==> src/hw/rtl/rifft_pkg.sv <==
`timescale 1ns / 1ps
`default_nettype none
package rifft_pkg;

  // Work values carry guard bits above the Q1.23 input range
  localparam int unsigned WORD_W   = 36;
  localparam int unsigned TW_W     = 18;
  localparam int unsigned PROD_W   = WORD_W + TW_W;
  localparam int unsigned SAMPLE_W = 24;
  localparam int unsigned TW_SHIFT = 16;

  localparam logic signed [TW_W-1:0] HALF_SQRT2 = 18'sd46341;

  typedef enum logic [4:0] {
    OP_NOP,
    OP_LOAD,
    OP_CONJ,
    OP_CAPU,
    OP_CAPV,
    OP_MRC,
    OP_MIS,
    OP_MRS,
    OP_MIC,
    OP_WRV,
    OP_KCAP,
    OP_KEV,
    OP_KMUL,
    OP_KRND,
    OP_KOD,
    OP_KWR,
    OP_EMLD
  } dp_op_e;

  typedef struct packed {
    dp_op_e     op;
    logic [2:0] idx;
    logic [4:0] tw;
    logic       last;
  } dp_cmd_t;

  typedef struct packed {
    logic signed [TW_W-1:0] cr;
    logic signed [TW_W-1:0] ci;
  } tw_t;

  // cos(2*pi*k/64) in Q2.16, k = 0..16
  function automatic logic signed [TW_W-1:0] quarter_cos(input logic [4:0] k);
    logic signed [TW_W-1:0] c;
    case (k)
      5'd0:    c = 18'sd65536;
      5'd1:    c = 18'sd65220;
      5'd2:    c = 18'sd64277;
      5'd3:    c = 18'sd62714;
      5'd4:    c = 18'sd60547;
      5'd5:    c = 18'sd57798;
      5'd6:    c = 18'sd54491;
      5'd7:    c = 18'sd50660;
      5'd8:    c = 18'sd46341;
      5'd9:    c = 18'sd41576;
      5'd10:   c = 18'sd36410;
      5'd11:   c = 18'sd30893;
      5'd12:   c = 18'sd25080;
      5'd13:   c = 18'sd19024;
      5'd14:   c = 18'sd12785;
      5'd15:   c = 18'sd6424;
      default: c = 18'sd0;
    endcase
    return c;
  endfunction

  // Forward twiddle exp(-2*pi*i*k/64) for k in 0..31
  function automatic tw_t twiddle(input logic [4:0] k);
    tw_t t;
    if (k <= 5'd16) begin
      t.cr = quarter_cos(k);
      t.ci = -quarter_cos(5'd16 - k);
    end else begin
      t.cr = -quarter_cos(5'd0 - k);
      t.ci = -quarter_cos(k - 5'd16);
    end
    return t;
  endfunction

  // Add half an LSB, floor shift by 16
  function automatic logic signed [WORD_W-1:0] round_tw(input logic signed [PROD_W:0] v);
    logic signed [PROD_W:0] s;
    s = v + (PROD_W+1)'(32768);
    return WORD_W'(s >>> TW_SHIFT);
  endfunction

endpackage
`default_nettype wire

==> src/hw/rtl/rifft_ctrl.sv <==
`timescale 1ns / 1ps
`default_nettype none
module rifft_ctrl #(
  parameter int unsigned POINTS = 64
) (
  input  wire logic                      clk_i,
  input  wire logic                      rst_ni,
  input  wire logic                      in_valid_i,
  output logic                           in_ready_o,
  input  wire logic                      out_fire_i,
  output rifft_pkg::dp_cmd_t             cmd_o,
  output logic [$clog2(POINTS)-1:0]      raddr_o,
  output logic [$clog2(POINTS)-1:0]      waddr_o
);

  localparam int unsigned LB   = $clog2(POINTS);
  localparam int unsigned HALF = POINTS / 2;
  localparam int unsigned NST  = LB - 3;
  localparam int unsigned SW   = (NST > 1) ? $clog2(NST) : 1;
  localparam int unsigned BW   = LB - 3;

  typedef enum logic [20:0] {
    S_IDLE   = 21'h000001,
    S_CONJ   = 21'h000002,
    S_BF_RU  = 21'h000004,
    S_BF_RV  = 21'h000008,
    S_BF_SUB = 21'h000010,
    S_BF_M1  = 21'h000020,
    S_BF_M2  = 21'h000040,
    S_BF_M3  = 21'h000080,
    S_BF_M4  = 21'h000100,
    S_BF_WV  = 21'h000200,
    S_KN_RD  = 21'h000400,
    S_KN_RL  = 21'h000800,
    S_KN_EV  = 21'h001000,
    S_KN_MUL = 21'h002000,
    S_KN_RND = 21'h004000,
    S_KN_OD  = 21'h008000,
    S_KN_WR  = 21'h010000,
    S_EM_RD  = 21'h020000,
    S_EM_LD  = 21'h040000,
    S_EM_WT  = 21'h080000,
    S_SPARE  = 21'h100000
  } state_e;

  state_e          state_q, state_d;
  logic [LB-1:0]   cnt_q, cnt_d;
  logic [LB-1:0]   bins_q, bins_d;
  logic [SW-1:0]   stg_q, stg_d;
  logic [BW-1:0]   blk_q, blk_d;

  logic [2:0]      h;
  logic [LB-1:0]   j, lowmask, bf_u, bf_v;
  logic [5:0]      k6;
  logic [LB-1:0]   neg_n, src;

  // Butterfly addresses: insert a zero bit at the half-span position
  always_comb begin
    h       = 3'(LB - 1) - 3'(stg_q);
    j       = {1'b0, cnt_q[LB-2:0]};
    lowmask = (LB'(1) << h) - LB'(1);
    bf_u    = ((j & ~lowmask) << 1) | (j & lowmask);
    bf_v    = bf_u | (LB'(1) << h);
    k6      = 6'(j & lowmask) << (3'(6 - LB) + 3'(stg_q));
  end

  // Output order: reversed bit-reversed index
  always_comb begin
    neg_n = LB'(0) - cnt_q;
    for (int b = 0; b < LB; b++) begin
      src[b] = neg_n[LB-1-b];
    end
  end

  always_comb begin
    state_d    = state_q;
    cnt_d      = cnt_q;
    bins_d     = bins_q;
    stg_d      = stg_q;
    blk_d      = blk_q;
    in_ready_o = 1'b0;
    cmd_o      = '{op: rifft_pkg::OP_NOP, idx: 3'd0, tw: 5'd0, last: 1'b0};
    raddr_o    = '0;
    waddr_o    = '0;
    unique case (state_q)
      S_IDLE: begin
        in_ready_o = 1'b1;
        waddr_o    = bins_q;
        if (in_valid_i) begin
          cmd_o.op = rifft_pkg::OP_LOAD;
          if (bins_q == LB'(HALF)) begin
            bins_d  = '0;
            cnt_d   = '0;
            stg_d   = '0;
            state_d = S_BF_RU;
          end else if (bins_q == '0) begin
            bins_d = LB'(1);
          end else begin
            bins_d  = bins_q + LB'(1);
            state_d = S_CONJ;
          end
        end
      end
      S_CONJ: begin
        // mirror the bin just stored to POINTS - k
        cmd_o.op = rifft_pkg::OP_CONJ;
        waddr_o  = LB'(0) - (bins_q - LB'(1));
        state_d  = S_IDLE;
      end
      S_BF_RU: begin
        raddr_o = bf_u;
        state_d = S_BF_RV;
      end
      S_BF_RV: begin
        raddr_o  = bf_v;
        cmd_o.op = rifft_pkg::OP_CAPU;
        state_d  = S_BF_SUB;
      end
      S_BF_SUB: begin
        cmd_o.op = rifft_pkg::OP_CAPV;
        cmd_o.tw = k6[4:0];
        waddr_o  = bf_u;
        state_d  = S_BF_M1;
      end
      S_BF_M1: begin
        cmd_o.op = rifft_pkg::OP_MRC;
        state_d  = S_BF_M2;
      end
      S_BF_M2: begin
        cmd_o.op = rifft_pkg::OP_MIS;
        state_d  = S_BF_M3;
      end
      S_BF_M3: begin
        cmd_o.op = rifft_pkg::OP_MRS;
        state_d  = S_BF_M4;
      end
      S_BF_M4: begin
        cmd_o.op = rifft_pkg::OP_MIC;
        state_d  = S_BF_WV;
      end
      S_BF_WV: begin
        cmd_o.op = rifft_pkg::OP_WRV;
        waddr_o  = bf_v;
        if (cnt_q[LB-2:0] == (LB-1)'(HALF - 1)) begin
          cnt_d = '0;
          if (stg_q == SW'(NST - 1)) begin
            blk_d   = '0;
            state_d = S_KN_RD;
          end else begin
            stg_d   = stg_q + SW'(1);
            state_d = S_BF_RU;
          end
        end else begin
          cnt_d   = cnt_q + LB'(1);
          state_d = S_BF_RU;
        end
      end
      S_KN_RD: begin
        raddr_o   = {blk_q, cnt_q[2:0]};
        cmd_o.idx = cnt_q[2:0] - 3'd1;
        if (cnt_q[2:0] != 3'd0) begin
          cmd_o.op = rifft_pkg::OP_KCAP;
        end
        if (cnt_q[2:0] == 3'd7) begin
          cnt_d   = '0;
          state_d = S_KN_RL;
        end else begin
          cnt_d = cnt_q + LB'(1);
        end
      end
      S_KN_RL: begin
        cmd_o.op  = rifft_pkg::OP_KCAP;
        cmd_o.idx = 3'd7;
        state_d   = S_KN_EV;
      end
      S_KN_EV: begin
        cmd_o.op = rifft_pkg::OP_KEV;
        cnt_d    = '0;
        state_d  = S_KN_MUL;
      end
      S_KN_MUL: begin
        cmd_o.op  = rifft_pkg::OP_KMUL;
        cmd_o.idx = cnt_q[2:0];
        state_d   = S_KN_RND;
      end
      S_KN_RND: begin
        cmd_o.op  = rifft_pkg::OP_KRND;
        cmd_o.idx = cnt_q[2:0];
        if (cnt_q[1:0] == 2'd3) begin
          cnt_d   = '0;
          state_d = S_KN_OD;
        end else begin
          cnt_d   = cnt_q + LB'(1);
          state_d = S_KN_MUL;
        end
      end
      S_KN_OD: begin
        cmd_o.op = rifft_pkg::OP_KOD;
        state_d  = S_KN_WR;
      end
      S_KN_WR: begin
        cmd_o.op  = rifft_pkg::OP_KWR;
        cmd_o.idx = cnt_q[2:0];
        waddr_o   = {blk_q, cnt_q[2:0]};
        if (cnt_q[2:0] == 3'd7) begin
          cnt_d = '0;
          if (blk_q == '1) begin
            state_d = S_EM_RD;
          end else begin
            blk_d   = blk_q + BW'(1);
            state_d = S_KN_RD;
          end
        end else begin
          cnt_d = cnt_q + LB'(1);
        end
      end
      S_EM_RD: begin
        raddr_o = src;
        state_d = S_EM_LD;
      end
      S_EM_LD: begin
        cmd_o.op   = rifft_pkg::OP_EMLD;
        cmd_o.last = (cnt_q == LB'(POINTS - 1));
        state_d    = S_EM_WT;
      end
      S_EM_WT: begin
        // hold the word until the receiver takes it
        if (out_fire_i) begin
          if (cnt_q == LB'(POINTS - 1)) begin
            cnt_d   = '0;
            state_d = S_IDLE;
          end else begin
            cnt_d   = cnt_q + LB'(1);
            state_d = S_EM_RD;
          end
        end
      end
      default: begin
        state_d = S_IDLE;
      end
    endcase
  end

  always_ff @(posedge clk_i or negedge rst_ni) begin
    if (!rst_ni) begin
      state_q <= S_IDLE;
      cnt_q   <= '0;
      bins_q  <= '0;
      stg_q   <= '0;
      blk_q   <= '0;
    end else begin
      state_q <= state_d;
      cnt_q   <= cnt_d;
      bins_q  <= bins_d;
      stg_q   <= stg_d;
      blk_q   <= blk_d;
    end
  end

endmodule
`default_nettype wire

==> config.mk <==
export PLATFORM = sky130hd
export DESIGN_NAME = rifft_ctrl
export DESIGN_NICKNAME = d
export VERILOG_FILES = /design/src/hw/rtl/rifft_pkg.sv /design/src/hw/rtl/rifft_ctrl.sv
export SDC_FILE = /design/constraint.sdc
export NUM_CORES = 1
export LEC_CHECK = 0
export BUFFER_PORTS_ARGS = -buffer_cell sky130_fd_sc_hd__buf_2
export CAP_MARGIN = 10
export CORE_ASPECT_RATIO = 2
export CORE_MARGIN = 8
export CORE_UTILIZATION = 60
export CTS_CLUSTER_SIZE = 25
export DETAILED_ROUTE_END_ITERATION = 8
export PLACE_DENSITY_LB_ADDON = 0.25
export SLEW_MARGIN = 15
export SYNTH_ARGS = -nofsm -noshare
export SYNTH_HDL_FRONTEND = slang
export SYNTH_SLANG_ARGS = --single-unit
==> constraint.sdc <==
create_clock -name clk_i -period 3.41 [get_ports clk_i]
set_input_delay 0.682 -clock clk_i [delete_from_list [all_inputs] [get_ports clk_i]]
set_output_delay 0.682 -clock clk_i [all_outputs]
set_load 0.02 [all_outputs]
==> metrics <==
synthesized area=0.003302 mm2; CP max FO=6; Startpoint Class=flip-flop; Top cell by count, worst path=nand3_1; Slew Limit Fails=0; via count=3,682; Final GP Congestion=1.033; RSZ-0062 raised after global routing=no; CP Class=flip-flop to output port; Cell Rows=38; area of the multi-input gates=0.002262 mm2; synth top area cells=dfrtp_1 27%, ha_1 7.6%, o21ai_0 6.1%, nor2_1 4.2%, a21oi_1 4.1%; Max Fclk=0.2985 GHz; PD cells=432.1 mW/mm2; FF+latch count, synth=37; Antenna Cells=0; Sink Count=37; Final min period=3351 ps; Starting Density=61.46%; Leak Pwr=1.711 nW; Int Pwr=0.0009339 W; dpl hpwl=8561 um; I/O pin count=31; Final Cycle Share=98.26%; share of layout cells above drive strength 1=19.14%; Area growth syn-to-layout=14.85%; Max VDD drop=0.5419 mV; Critical Path End Type=output port; Hold WC Path Type=primary input to async pin; Sw Pwr=0.0007046 W; hold_buf cts=0; Worst path max stage delay=600 ps; root buf cell=clkbuf_8; setup violators final=0; crit path buf inv count=2; clock skew=20.21 ps; number of buffers added on ports=30; Design Power=0.001639 W; Clk pwr share=20.2%; Num CTS Buffers=5; dominant synthesized flop cell=dfrtp_1; sequential share of the synthesized area=28.08%; syn_nets=440; Total GRT Usage=28.92%; syn_area_per_cell=7.937 um2; Crit-path slowest cell=or4_4; DRC=0; Netlist cell types=62; Final #Nets=488; Yosys Warn Count=0; first drt pass iteration count=5; Synth top area share=27.28%; largest net degree at the start of global routing=38; Fillers=470; TritonCTS clock tree=done; top cells by count, synth=40 x o21ai_0, 37 x nor2_1, 36 x dfrtp_1, 36 x nand2_1, 27 x a21oi_1; Avg Vias per Cell=7.013; Clock Pin Slew Worst Setup and Hold Paths=90 ps; count leader, synth=o21ai_0; setup_tns=0 ps; routed length per instance=21.65 um; Final Hold Fails=0; Post-Route WL=11,360 um; Worst Path Arrival=2670 ps; die span in x=68.46 um; Crit path required time=2730 ps; post-synth top area cell=dfrtp_1; clk_lat worst skew=310 ps; Logic pwr share=44.9%; Register Area=929.6 um2; Net Sw Frac=43.00%; Cells after Synth=416; vias in the first global route=3,651; initial antenna violation count=0; Post-synth EDFFs=0; 1st-iter DRT viols=435; critical path, cell by cell=or4_4 -> nor4_4 -> buf_4 -> nand3_1 -> o211ai_1 -> nor3_1 -> nand3_1 -> buf_2; fraction of registers with async set or reset after synthesis=100.0%; CORE AREA=0.005373 mm2; htree depth=2; critical path's top delay family=simple AND/OR/NAND/NOR gates; Worst Max-Slew Pin Slew=876.5 ps; Longest Clk Path Bufs=2; Seq pwr share=34.9%; global-route wire length before repair=18,200 um; post-route ant nets=0; global route total overflow=0; DIE HEIGHT=120.9 um; outcome=finished, final reports clean; Slew Limit Headroom=41.57%; MaxCap Viol Count=0; DIE AREA=0.008277 mm2
[flip-flops by register name (all words and copies together) (netlist names)]
signal   count
bins_q       6
blk_q        3
cnt_q        6
state_q     20
stg_q        2
[kinds of logic (layout without fill, tap and decap cells)]
group                      Yosys count  in the layout  share of synthesized area, %
xor gates and xnor gates             7              7                         1.857
muxes                                4              4                         1.250
DFF                                 37             37                         28.08
adders and majority gates           20             20                         7.579
AOI/OAI and AO/OA                  116            116                         22.74
and+or+nand+nor                    194            194                         34.03
buffers and inverters               38             87                         4.471
[final cells by class]
| cell class | instances | area share (%) |
|---|---|---|
| clock buffer | 7 | 2.276 |
| clock inverter | 1 | 0.1980 |
| inverter | 23 | 2.276 |
| multi-input combinational | 341 | 59.65 |
| sequential | 37 | 24.51 |
| tap | 60 | 1.980 |
| timing repair buffer | 56 | 9.106 |
[layout by cell type (no fill, tap or decap), types with 4 or more instances in the layout]
master and instances:
dfrtp_1 34, nor4_2 5, ha_1 20, or4_1 8, or3_1 5, o22ai_1 5, and3_1 4, nor4_1 7
nand3_1 22, nand4b_1 5, inv_1 22, nor3_1 18, nand3b_1 4, a22oi_1 8, a211o_1 5, o21ai_0 40
nand4_1 10, nor2_1 37, nand2b_1 11, clkbuf_8 6, o221ai_1 4, nand2_1 36, nor4_4 4, nor4b_1 4
a21oi_1 27, buf_2 30, buf_4 26, xnor2_1 5
[stage by stage]
| step | worst slack, ps | utilization [%] | area (um2) | std cells | hold slack [ps] |
|---|---|---|---|---|---|
| after floorplan | 329.0 | - | 3302 | 416 | 386.4 |
| after global placement | 317.0 | 67.86 | 3646 | 515 | 549.0 |
| after detailed placement | 307.0 | 67.86 | 3646 | 515 | 562.3 |
| after CTS | 26.15 | 69.77 | 3749 | 523 | 503.2 |
| after global routing | 4.259 | 70.59 | 3792 | 525 | 556.9 |
| final | 59.50 | 70.59 | 3792 | 525 | 472.6 |
[routing by layer]
| metal | global-route usage, % | share of wire, % | wire, um |
|---|---|---|---|
| met5 | 0 | 0 | 0 |
| met4 | 21.81 | 7.4 | 844 |
| met3 | 5.365 | 6.2 | 705 |
| met2 | 47.92 | 50 | 5684 |
| met1 | 30.43 | 36 | 4130 |
[timing repair]
| item | CTS | global route |
|---|---|---|
| gates resized for setup | 1 | 7 |
| pin swaps | 0 | 2 |
| setup endpoints to repair | 1 | 9 |
| buffers inserted | 0 | 2 |
[power groups by stage]
stage / registers, W / logic (W) / clock network [W]
floorplan: 0.000524 / 0.000528 / 0
global placement: 0.000575 / 0.000695 / 0
detailed placement: 0.000576 / 0.000708 / 0
CTS: 0.000568 / 0.000713 / 0.000335
global route: 0.000580 / 0.000794 / 0.000352
finish: 0.000572 / 0.000735 / 0.000332
[path summary, 6_finish.rpt]
check | cells after the start | end | slack [ps] | from
max | 8 | cmd_o[12] | 60 | state_q[4]
min | 1 | state_q[7] | 470 | rst_ni
max reg2reg | 7 | cnt_q[4] | 510 | state_q[8]
min reg2reg | 1 | state_q[7] | 580 | state_q[5]
max in group asynchronous | 1 | state_q[5] | 2340 | rst_ni
min in group clk_i | 1 | state_q[7] | 580 | state_q[5]
Note: power is estimated with default switching activity, not from simulation.
